### src/rtl/sff_pkg.sv
// ---------------------------------------------------------------------------
// sff_pkg: shared types and constants for the sensor frame filter
// Frame limits, field positions, verdict codes and the request structs that
// travel between the byte accumulator, the ID conversion pipe and the top.
// ---------------------------------------------------------------------------
package sff_pkg;

  // Frame length limits; the byte counter saturates one past the maximum
  localparam int MAX_FRAME_BYTES = 44;
  localparam int MIN_FRAME_BYTES = 24;
  localparam int LEN_CAP         = MAX_FRAME_BYTES + 1;
  localparam int CNT_W           = $clog2(LEN_CAP + 1);
  localparam int LEN_W           = 6;

  // Checksum delay line
  localparam int TAIL_DEPTH = 6;
  localparam int SUM_W      = 16;

  // Byte positions inside a frame
  localparam int POS_HDR0     = 0;
  localparam int POS_HDR1     = 1;
  localparam int POS_VER      = 2;
  localparam int POS_ID_HI_LO = 3;
  localparam int POS_ID_HI_HI = 5;
  localparam int POS_ID_TOP   = 6;
  localparam int POS_ID_END   = 10;
  localparam int POS_TYPE     = 15;
  localparam int POS_RELAY    = 17;

  // Byte constants
  localparam logic [7:0] HDR0_BYTE      = 8'h47;
  localparam logic [7:0] HDR1_BYTE      = 8'h4F;
  localparam logic [7:0] ID_TOP_MAX     = 8'h17;
  localparam logic [7:0] VER_MIN        = 8'h33;
  localparam logic [7:0] VER_MAX        = 8'h36;
  localparam logic [7:0] RELAY_VER      = 8'h33;
  localparam int         RELAY_TYPE_BIT = 7;
  localparam logic [7:0] RELAY_LIMIT    = 8'd5;
  localparam int         RELAY_FRAME_LEN = 32;

  // Device ID: 40-bit binary value, converted to BCD four bits per stage
  localparam int ID_W        = 40;
  localparam int ID_CHUNK    = 4;
  localparam int CONV_STAGES = ID_W / ID_CHUNK;
  localparam int BCD_DIGITS  = 13;
  localparam int BCD_W       = 4 * BCD_DIGITS;
  localparam logic [ID_W-1:0] ID_ALL = ID_W'(64'd99999999999);

  // Decimal week and year fields of the ID
  localparam int         WEEK_DIGIT = 4;
  localparam int         YEAR_DIGIT = 8;
  localparam logic [6:0] WEEK_MAX   = 7'd52;
  localparam logic [6:0] YEAR_MIN   = 7'd18;
  localparam logic [6:0] YEAR_MAX   = 7'd30;

  // Reject codes, first failing check wins
  typedef enum logic [2:0] {
    RSN_OK       = 3'd0,
    RSN_SHORT    = 3'd1,
    RSN_LONG     = 3'd2,
    RSN_HEADER   = 3'd3,
    RSN_ID_HIGH  = 3'd4,
    RSN_VERSION  = 3'd5,
    RSN_CHECKSUM = 3'd6
  } reason_t;

  // Input channel request
  typedef struct packed {
    logic [7:0] rx_byte;
    logic       is_last;
  } in_item_t;

  // Result channel request
  typedef struct packed {
    logic             accepted;
    logic [2:0]       reject_reason;
    logic             id_valid;
    logic             relay_ok;
    logic [LEN_W-1:0] frame_length;
  } out_item_t;

  // Snapshot of the frame state at its last byte
  typedef struct packed {
    logic [CNT_W-1:0] count;
    logic [SUM_W-1:0] sum;
    logic [SUM_W-1:0] stored;
    logic             header_bad;
    logic             id_high_bad;
    logic [7:0]       version;
    logic [7:0]       type_byte;
    logic [7:0]       relay_byte;
    logic [ID_W-1:0]  ident;
  } frame_t;

  // One request in flight through the ID conversion pipe
  typedef struct packed {
    reason_t          reason;
    logic             relay_ok;
    logic [LEN_W-1:0] frame_length;
    logic             id_high_bad;
    logic             id_all;
    logic             id_over;
    logic [BCD_W-1:0] bcd;
    logic [ID_W-1:0]  rest;
  } conv_t;

endpackage

### src/rtl/sff_accum.sv
// ---------------------------------------------------------------------------
// sff_accum: per-byte frame accumulator
// Counts bytes, tracks header, ID and version checks, runs the checksum
// through a six-byte delay line and snapshots everything at the last byte.
// ---------------------------------------------------------------------------
module sff_accum (
  input  logic              clk,
  input  logic              rst_n,
  input  logic              in_valid,
  input  sff_pkg::in_item_t in_data,
  output logic              in_stall,
  output logic              frm_valid,
  output sff_pkg::frame_t   frm,
  input  logic              frm_ready
);

  logic [sff_pkg::CNT_W-1:0] cnt_r, cnt_nxt;
  logic [sff_pkg::SUM_W-1:0] sum_r, sum_nxt;
  logic [7:0]                tail_r   [sff_pkg::TAIL_DEPTH];
  logic [7:0]                tail_nxt [sff_pkg::TAIL_DEPTH];
  logic                      hdr_bad_r, hdr_bad_nxt;
  logic                      id_bad_r, id_bad_nxt;
  logic [7:0]                ver_r, ver_nxt;
  logic [7:0]                type_r, type_nxt;
  logic [7:0]                relay_r, relay_nxt;
  logic [sff_pkg::ID_W-1:0]  ident_r, ident_nxt;
  logic                      frm_valid_r;
  sff_pkg::frame_t           frm_r, snap;
  logic                      in_acc;
  logic                      capture;
  logic [7:0]                b;

  // Snapshot slot is free or being drained
  assign in_stall = frm_valid_r && !frm_ready;
  assign in_acc   = in_valid && !in_stall;
  assign b        = in_data.rx_byte;

  // Next state for one byte; bytes past the cap are not counted or captured
  always_comb begin
    cnt_nxt     = cnt_r;
    sum_nxt     = sum_r;
    hdr_bad_nxt = hdr_bad_r;
    id_bad_nxt  = id_bad_r;
    ver_nxt     = ver_r;
    type_nxt    = type_r;
    relay_nxt   = relay_r;
    ident_nxt   = ident_r;
    for (int i = 0; i < sff_pkg::TAIL_DEPTH; i++) begin
      tail_nxt[i] = tail_r[i];
    end
    capture = cnt_r < sff_pkg::CNT_W'(sff_pkg::LEN_CAP);
    if (capture) begin
      if (cnt_r == sff_pkg::CNT_W'(sff_pkg::POS_HDR0) && b != sff_pkg::HDR0_BYTE) begin
        hdr_bad_nxt = 1'b1;
      end
      if (cnt_r == sff_pkg::CNT_W'(sff_pkg::POS_HDR1) && b != sff_pkg::HDR1_BYTE) begin
        hdr_bad_nxt = 1'b1;
      end
      if (cnt_r == sff_pkg::CNT_W'(sff_pkg::POS_VER)) begin
        ver_nxt = b;
      end
      if (cnt_r >= sff_pkg::CNT_W'(sff_pkg::POS_ID_HI_LO) &&
          cnt_r <= sff_pkg::CNT_W'(sff_pkg::POS_ID_HI_HI) && b != 8'd0) begin
        id_bad_nxt = 1'b1;
      end
      if (cnt_r == sff_pkg::CNT_W'(sff_pkg::POS_ID_TOP) && b > sff_pkg::ID_TOP_MAX) begin
        id_bad_nxt = 1'b1;
      end
      if (cnt_r >= sff_pkg::CNT_W'(sff_pkg::POS_ID_TOP) &&
          cnt_r <= sff_pkg::CNT_W'(sff_pkg::POS_ID_END)) begin
        ident_nxt = {ident_r[sff_pkg::ID_W-9:0], b};
      end
      if (cnt_r == sff_pkg::CNT_W'(sff_pkg::POS_TYPE)) begin
        type_nxt = b;
      end
      if (cnt_r == sff_pkg::CNT_W'(sff_pkg::POS_RELAY)) begin
        relay_nxt = b;
      end
      // oldest byte leaves the delay line into the sum
      sum_nxt = sum_r + sff_pkg::SUM_W'(tail_r[sff_pkg::TAIL_DEPTH-1]);
      for (int i = sff_pkg::TAIL_DEPTH - 1; i > 0; i--) begin
        tail_nxt[i] = tail_r[i-1];
      end
      tail_nxt[0] = b;
      cnt_nxt     = cnt_r + 1'b1;
    end

    snap.count       = cnt_nxt;
    snap.sum         = sum_nxt;
    snap.stored      = {tail_nxt[sff_pkg::TAIL_DEPTH-1], tail_nxt[sff_pkg::TAIL_DEPTH-2]};
    snap.header_bad  = hdr_bad_nxt;
    snap.id_high_bad = id_bad_nxt;
    snap.version     = ver_nxt;
    snap.type_byte   = type_nxt;
    snap.relay_byte  = relay_nxt;
    snap.ident       = ident_nxt;
  end

  // Frame state; cleared after every verdict
  always_ff @(posedge clk) begin
    if (!rst_n) begin
      cnt_r     <= '0;
      sum_r     <= '0;
      hdr_bad_r <= 1'b0;
      id_bad_r  <= 1'b0;
      ver_r     <= '0;
      type_r    <= '0;
      relay_r   <= '0;
      ident_r   <= '0;
      for (int i = 0; i < sff_pkg::TAIL_DEPTH; i++) begin
        tail_r[i] <= '0;
      end
    end else if (in_acc) begin
      if (in_data.is_last) begin
        cnt_r     <= '0;
        sum_r     <= '0;
        hdr_bad_r <= 1'b0;
        id_bad_r  <= 1'b0;
        ver_r     <= '0;
        type_r    <= '0;
        relay_r   <= '0;
        ident_r   <= '0;
        for (int i = 0; i < sff_pkg::TAIL_DEPTH; i++) begin
          tail_r[i] <= '0;
        end
      end else begin
        cnt_r     <= cnt_nxt;
        sum_r     <= sum_nxt;
        hdr_bad_r <= hdr_bad_nxt;
        id_bad_r  <= id_bad_nxt;
        ver_r     <= ver_nxt;
        type_r    <= type_nxt;
        relay_r   <= relay_nxt;
        ident_r   <= ident_nxt;
        for (int i = 0; i < sff_pkg::TAIL_DEPTH; i++) begin
          tail_r[i] <= tail_nxt[i];
        end
      end
    end
  end

  // Snapshot slot valid
  always_ff @(posedge clk) begin
    if (!rst_n) begin
      frm_valid_r <= 1'b0;
    end else if (in_acc && in_data.is_last) begin
      frm_valid_r <= 1'b1;
    end else if (frm_ready) begin
      frm_valid_r <= 1'b0;
    end
  end

  // Snapshot payload
  always_ff @(posedge clk) begin
    if (in_acc && in_data.is_last) begin
      frm_r <= snap;
    end
  end

  assign frm_valid = frm_valid_r;
  assign frm       = frm_r;

  // State is back to its cleared value right after a frame ends
  a_clear_after_last: assert property (@(posedge clk) disable iff (!rst_n)
    (in_acc && in_data.is_last) |=>
      (cnt_r == '0 && sum_r == '0 && !hdr_bad_r && !id_bad_r && ident_r == '0))
    else $error("frame state not cleared after last byte");

  // Counter never runs past the saturation point
  a_count_cap: assert property (@(posedge clk) disable iff (!rst_n)
    cnt_r <= sff_pkg::CNT_W'(sff_pkg::LEN_CAP))
    else $error("byte counter beyond saturation");

endmodule

### src/rtl/sff_id_pipe.sv
// ---------------------------------------------------------------------------
// sff_id_pipe: verdict and device ID conversion pipeline
// First stage resolves the reject code and relay rule; every stage converts
// four more bits of the 40-bit device ID to BCD (shift-and-add-3).
// ---------------------------------------------------------------------------
module sff_id_pipe (
  input  logic            clk,
  input  logic            rst_n,
  input  logic            frm_valid,
  input  sff_pkg::frame_t frm,
  output logic            frm_ready,
  output logic            cv_valid,
  output sff_pkg::conv_t  cv,
  input  logic            cv_ready
);

  sff_pkg::conv_t                  st_r   [1:sff_pkg::CONV_STAGES];
  sff_pkg::conv_t                  st_nxt [1:sff_pkg::CONV_STAGES];
  logic [sff_pkg::CONV_STAGES:1]   v_r;
  logic [sff_pkg::CONV_STAGES-1:0] v_src;
  logic [sff_pkg::CONV_STAGES+1:1] rdy;
  sff_pkg::conv_t                  head;
  sff_pkg::reason_t                rsn;

  // One shift-and-add-3 step: fix digits of five or more, shift in one bit
  function automatic logic [sff_pkg::BCD_W-1:0] dabble_bit(
    input logic [sff_pkg::BCD_W-1:0] bcd,
    input logic                      bin
  );
    logic [sff_pkg::BCD_W-1:0] adj;
    adj = bcd;
    for (int d = 0; d < sff_pkg::BCD_DIGITS; d++) begin
      if (bcd[4*d +: 4] >= 4'd5) begin
        adj[4*d +: 4] = bcd[4*d +: 4] + 4'd3;
      end
    end
    return {adj[sff_pkg::BCD_W-2:0], bin};
  endfunction

  // Convert the next ID_CHUNK bits of a request
  function automatic sff_pkg::conv_t dabble_chunk(input sff_pkg::conv_t c);
    sff_pkg::conv_t o;
    o = c;
    for (int j = 0; j < sff_pkg::ID_CHUNK; j++) begin
      o.bcd  = dabble_bit(o.bcd, o.rest[sff_pkg::ID_W-1]);
      o.rest = {o.rest[sff_pkg::ID_W-2:0], 1'b0};
    end
    return o;
  endfunction

  // Reject code and relay rule from the frame snapshot
  always_comb begin
    if (frm.count < sff_pkg::CNT_W'(sff_pkg::MIN_FRAME_BYTES)) begin
      rsn = sff_pkg::RSN_SHORT;
    end else if (frm.count > sff_pkg::CNT_W'(sff_pkg::MAX_FRAME_BYTES)) begin
      rsn = sff_pkg::RSN_LONG;
    end else if (frm.header_bad) begin
      rsn = sff_pkg::RSN_HEADER;
    end else if (frm.id_high_bad) begin
      rsn = sff_pkg::RSN_ID_HIGH;
    end else if (frm.version < sff_pkg::VER_MIN || frm.version > sff_pkg::VER_MAX) begin
      rsn = sff_pkg::RSN_VERSION;
    end else if (frm.sum != frm.stored) begin
      rsn = sff_pkg::RSN_CHECKSUM;
    end else begin
      rsn = sff_pkg::RSN_OK;
    end

    head.reason       = rsn;
    head.relay_ok     = !(frm.version == sff_pkg::RELAY_VER &&
                          frm.count == sff_pkg::CNT_W'(sff_pkg::RELAY_FRAME_LEN) &&
                          frm.type_byte[sff_pkg::RELAY_TYPE_BIT] &&
                          frm.relay_byte >= sff_pkg::RELAY_LIMIT);
    head.frame_length = sff_pkg::LEN_W'(frm.count);
    head.id_high_bad  = frm.id_high_bad;
    head.id_all       = frm.ident == sff_pkg::ID_ALL;
    head.id_over      = frm.ident > sff_pkg::ID_ALL;
    head.bcd          = '0;
    head.rest         = frm.ident;
  end

  // Stage handshake: a stage loads when it is empty or its successor loads
  always_comb begin
    rdy[sff_pkg::CONV_STAGES+1] = cv_ready;
    for (int k = sff_pkg::CONV_STAGES; k >= 1; k--) begin
      rdy[k] = !v_r[k] || rdy[k+1];
    end
    v_src[0] = frm_valid;
    for (int k = 1; k < sff_pkg::CONV_STAGES; k++) begin
      v_src[k] = v_r[k];
    end
  end

  // Per-stage conversion step
  always_comb begin
    st_nxt[1] = dabble_chunk(head);
    for (int k = 2; k <= sff_pkg::CONV_STAGES; k++) begin
      st_nxt[k] = dabble_chunk(st_r[k-1]);
    end
  end

  // Stage valid bits
  always_ff @(posedge clk) begin
    if (!rst_n) begin
      v_r <= '0;
    end else begin
      for (int k = 1; k <= sff_pkg::CONV_STAGES; k++) begin
        if (rdy[k]) begin
          v_r[k] <= v_src[k-1];
        end
      end
    end
  end

  // Stage payload
  always_ff @(posedge clk) begin
    for (int k = 1; k <= sff_pkg::CONV_STAGES; k++) begin
      if (rdy[k]) begin
        st_r[k] <= st_nxt[k];
      end
    end
  end

  assign frm_ready = rdy[1];
  assign cv_valid  = v_r[sff_pkg::CONV_STAGES];
  assign cv        = st_r[sff_pkg::CONV_STAGES];

endmodule

### src/rtl/sensor_frame_filter_core.sv
// ---------------------------------------------------------------------------
// sensor_frame_filter_core: radio frame checker, one byte per cycle when not stalled
// Accepts frame bytes with a last-byte mark and delivers one verdict per
// frame: reject code, device ID week/year rule, relay rule and length.
// ---------------------------------------------------------------------------
// Throughput: one byte per cycle while in_stall is low, frames may follow back to back.
// Path: after the last byte is taken, the verdict passes the snapshot register,
//   ten 4-bit stages of ID-to-BCD conversion and the output register.
// The ID conversion pipe sets the latency; stalls on the result side back up
//   through the pipe before they reach the byte input.
// Reset (rst_n low, synchronous) clears the frame state and all valid bits.
// ---------------------------------------------------------------------------
module sensor_frame_filter_core (
  input  logic               clk,
  input  logic               rst_n,
  input  logic               in_valid,
  output logic               in_stall,
  input  sff_pkg::in_item_t  in_data,
  output logic               out_valid,
  input  logic               out_stall,
  output sff_pkg::out_item_t out_data
);

  logic               frm_valid;
  logic               frm_ready;
  sff_pkg::frame_t    frm;
  logic               cv_valid;
  logic               cv_ready;
  sff_pkg::conv_t     cv;
  logic               out_valid_r;
  sff_pkg::out_item_t out_r, out_nxt;
  logic [3:0]         wk_hi, wk_lo, yr_hi, yr_lo;
  logic [6:0]         week, year;
  logic               id_rule;

  sff_accum u_accum (
    .clk       (clk),
    .rst_n     (rst_n),
    .in_valid  (in_valid),
    .in_data   (in_data),
    .in_stall  (in_stall),
    .frm_valid (frm_valid),
    .frm       (frm),
    .frm_ready (frm_ready)
  );

  sff_id_pipe u_id_pipe (
    .clk       (clk),
    .rst_n     (rst_n),
    .frm_valid (frm_valid),
    .frm       (frm),
    .frm_ready (frm_ready),
    .cv_valid  (cv_valid),
    .cv        (cv),
    .cv_ready  (cv_ready)
  );

  // Week and year decimal fields from the converted ID
  assign wk_lo = cv.bcd[4*sff_pkg::WEEK_DIGIT +: 4];
  assign wk_hi = cv.bcd[4*(sff_pkg::WEEK_DIGIT+1) +: 4];
  assign yr_lo = cv.bcd[4*sff_pkg::YEAR_DIGIT +: 4];
  assign yr_hi = cv.bcd[4*(sff_pkg::YEAR_DIGIT+1) +: 4];
  assign week  = 7'(wk_hi) * 7'd10 + 7'(wk_lo);
  assign year  = 7'(yr_hi) * 7'd10 + 7'(yr_lo);

  // All-nines ID always passes; anything above it fails
  assign id_rule = cv.id_all ||
                   (!cv.id_over && week <= sff_pkg::WEEK_MAX &&
                    year >= sff_pkg::YEAR_MIN && year <= sff_pkg::YEAR_MAX);

  always_comb begin
    out_nxt.accepted      = cv.reason == sff_pkg::RSN_OK;
    out_nxt.reject_reason = cv.reason;
    out_nxt.id_valid      = !cv.id_high_bad && id_rule;
    out_nxt.relay_ok      = cv.relay_ok;
    out_nxt.frame_length  = cv.frame_length;
  end

  // Output register
  assign cv_ready = !out_valid_r || !out_stall;

  always_ff @(posedge clk) begin
    if (!rst_n) begin
      out_valid_r <= 1'b0;
    end else if (cv_ready) begin
      out_valid_r <= cv_valid;
    end
  end

  always_ff @(posedge clk) begin
    if (cv_ready) begin
      out_r <= out_nxt;
    end
  end

  assign out_valid = out_valid_r;
  assign out_data  = out_r;

  // A short verdict always carries a length below the minimum
  a_short_len: assert property (@(posedge clk) disable iff (!rst_n)
    (out_valid_r && out_r.reject_reason == sff_pkg::RSN_SHORT) |->
      (out_r.frame_length < sff_pkg::LEN_W'(sff_pkg::MIN_FRAME_BYTES)))
    else $error("short verdict with length at or above minimum");

  // A long verdict always reports the saturated length
  a_long_len: assert property (@(posedge clk) disable iff (!rst_n)
    (out_valid_r && out_r.reject_reason == sff_pkg::RSN_LONG) |->
      (out_r.frame_length == sff_pkg::LEN_W'(sff_pkg::LEN_CAP)))
    else $error("long verdict without saturated length");

endmodule

### config.mk
export PLATFORM = sky130hd
export DESIGN_NAME = sensor_frame_filter_core
export DESIGN_NICKNAME = d
export VERILOG_FILES = /design/src/rtl/sff_pkg.sv /design/src/rtl/sff_accum.sv /design/src/rtl/sff_id_pipe.sv /design/src/rtl/sensor_frame_filter_core.sv
export SDC_FILE = /design/constraint.sdc
export NUM_CORES = 2
export LEC_CHECK = 0
export BUFFER_PORTS_ARGS = -buffer_cell sky130_fd_sc_hd__buf_2
export CAP_MARGIN = 20
export CORE_ASPECT_RATIO = 0.7
export CORE_MARGIN = 2
export CORE_UTILIZATION = 35
export CTS_CLUSTER_DIAMETER = 150
export DETAILED_ROUTE_END_ITERATION = 7
export PLACE_DENSITY = 0.46
export SLEW_MARGIN = 10
export SYNTH_ARGS = -nofsm -noshare
export SYNTH_HDL_FRONTEND = slang
export SYNTH_SLANG_ARGS = --single-unit
### constraint.sdc
create_clock -name clk -period 16.3 [get_ports clk]
set_input_delay 0.815 -clock clk [delete_from_list [all_inputs] [get_ports clk]]
set_output_delay 0.815 -clock clk [all_outputs]
set_load 0.02 [all_outputs]
==> impl_metrics.ini <==
[sta]
finalCritPeriodShare_pct = 26.2
setup_ws_ns = 12.03
slew_violations = 0
finalHoldViolCount = 0
tns_ns = 0
fmax_ghz = 0.234
slew_headroom_pct = 32.7
rsz0062_at_grt = false
min_period_ns = 4.27
worst_slew_pin_slew_ns = 1.01
setup_viol = 0
fin_skew_ns = 0.0416

[flow_run]
cap_violations = 0

[clocking]
cts_sinks = 765
numCtsBuffers = 83
cts-root-buf = clkbuf_16
clk_latency_ns = 0.70
clk_path_buf_depth = 3
cts_tree = yes
cts_hold_buf = 0
htree_levels = 3
ctsResizeCount = 0
postCtsSetupBuffers = 0
clk_pin_slew_ns = 0.06

[critical_path]
worstPathArrival_ns = 4.71
r2r_slack_ns = 12.03
slowest_delay_ns = 0.75
cp.required_ns = 16.74
critPathKind = flip-flop to flip-flop
r2r_end = u_id_pipe.st_r[0][449]$_DFFE_PP_
cp-end-kind = flip-flop
critPathBufInv = 1
critPathMaxFanout = 11
crit_path_start_kind = flip-flop
path_cells = inv_1 -> ha_1 -> nand2b_1 -> a21oi_4 -> mux2i_1 -> o21ai_1 -> xnor2_1 -> nor3_1 -> nand3b_1 -> mux2i_1 -> or3_1
crit_family = simple AND/OR/NAND/NOR gates
crit_top_cell = mux2i_1
critPathSlowestCell = mux2i_1
r2r_cells = 11
rr_startpoint = u_id_pipe.st_r[0][339]$_DFFE_PP_

[cells_and_area]
drive_gt1_share_pct = 10.3
final_nets = 5163
fillerInstances = 13800
final_common_cell = edfxtp_1
mostFrequentLayoutCells = edfxtp_1 (672), a21oi_1 (421), o21ai_0 (359)
area_growth_pct = 10.5

[drt]
first_iter_violations = 2193
drt_wl_total_um = 103000
vias_per_cell = 5.23
vias = 35800
ant_nets = 0
drt_pass1_iterations = 7
remaining_drc_errors = 0
post_drt_wl_per_cell_um = 15.0

[synth]
synth_ff_type = edfxtp_1
synth_cells = 4887
synth-edff-count = 672
avgSynthCellArea_um2 = 10.1
synth.top_cell.area_share_pct = 40.9
synthTopCellsByArea = edfxtp_1 (41%), ha_1 (6.2%), a21oi_1 (4.3%)
netlist_area_um2 = 49300
ys_types = 109
synth-async-reset-ratio_pct = 0
mappedNetlistNets = 5148
synth.ff_latch_count = 765
yosys_warnings = 0
synth_area_leader_cell = edfxtp_1
synth-seq-area-share_pct = 44.7

[place]
hpwl_um = 71900
dp_slack_ns = 11.70
gp_congestion = 0.773
io_buffers = 26

[floorplanning]
die_y_um = 318
die_area_um2 = 144000
core_area_um2 = 140000
rows = 115
boundaryPins = 27
initial_core_util_pct = 35.2
die_x_um = 453

[worst_hold_path]
min_path_cells = 0
hold_start = u_id_pipe.st_r[0][896]$_DFFE_PP_
hold_end = u_id_pipe.st_r[0][997]$_DFFE_PP_
hold_class = flip-flop to flip-flop

[global_routing]
grt.total_usage_pct = 14.0
grt_max_degree = 73
grt_first_pass_wirelength_um = 170000
antenna_found_initial = 4
grt_pass1_vias = 32800
overflow = 0

[run_status]
status = finished clean
## synthesized netlist by cell type (all sizes together) (86+ instances only)
cell type  count
xnor2        203
dfxtp         93
nor2         336
a21oi        454
mux2         181
nand2b       105
clkbuf        99
inv          330
edfxtp       672
nor3          86
o21ai        401
mux2i        120
a31oi        141
nand2        290
ha           243
## sequential cells by signal (all words and copies together), names as in the netlist
signal,count
u_accum.cnt_r,6
u_accum.frm_valid,1
u_accum.ver_r,8
u_accum.relay_r,8
u_id_pipe.st_r,515
u_id_pipe.v_r,10
u_accum.id_bad_r,1
out_data,12
u_accum.ident_r,40
u_accum.hdr_bad_r,1
u_accum.sum_r,16
u_accum.tail_r,48
u_accum.type_r,1
u_accum.frm,97
out_valid,1
## how the worst max path moves through the flow
stage	from	end	slack, ns	cells past startpoint
2_1_floorplan	out_stall	u_accum.frm[0]$_DFFE_PP_	10.58	7
3_3_place_gp	out_stall	u_accum.tail_r[0][5]$_SDFFCE_PN0P_	11.74	11
3_5_place_dp	out_stall	u_accum.tail_r[0][5]$_SDFFCE_PN0P_	11.70	11
4_1_cts	u_id_pipe.st_r[0][339]$_DFFE_PP_	u_id_pipe.st_r[0][449]$_DFFE_PP_	11.97	11
5_1_grt	u_id_pipe.st_r[0][339]$_DFFE_PP_	u_id_pipe.st_r[0][449]$_DFFE_PP_	11.66	11
6_report	u_id_pipe.st_r[0][339]$_DFFE_PP_	u_id_pipe.st_r[0][449]$_DFFE_PP_	12.03	11
## stage by stage
stage	util (%)	hold WS [ns]	area [µm²]	std cells
floorplan	-	0.400	49300	4887
global placement	36.8	0.401	51500	6689
detailed placement	36.8	0.405	51500	6689
CTS	38.9	0.357	54500	6845
global route	38.9	0.403	54500	6846
finish	38.9	0.398	54500	6846
## area by class of cell
class | count | area, µm² | share of cell area (%)
Clock inverter | 40 | 627 | 1.15
Timing Repair Buffer | 55 | 348 | 0.639
Clock buffer | 116 | 2310 | 4.24
Antenna cell | 1 | 2.50 | 0.00459
Multi-Input combinational cell | 3667 | 25600 | 46.9
Sequential cell | 765 | 22000 | 40.5
Tap cell | 1872 | 2340 | 4.30
Inverter | 330 | 1240 | 2.27
## per-layer routing
metal | part of all wire (%) | global-route usage (%) | up-vias
met4 | 1.5 | 2.78 | 0
li1 | - | - | 18500
met2 | 42 | 20.7 | 408
met3 | 3.5 | 2.40 | 99
met1 | 53 | 21.3 | 16800
met5 | 0 | 0 | -
## kinds of logic after synthesis
group,Yosys count,synth area share (%)
buffers and inverters,455,3.55
AND/OR/NAND/NOR,1232,12.5
AO/OA/AOI/OAI,1627,21.4
adder cells (fa/ha/maj),250,6.41
XOR/XNOR,256,4.80
multiplexers,302,6.62
flip-flops,765,44.7
Power is left out: the tool's default activity adds up to more than one toggle a clock period on the data nets, which glitch-free logic cannot reach.
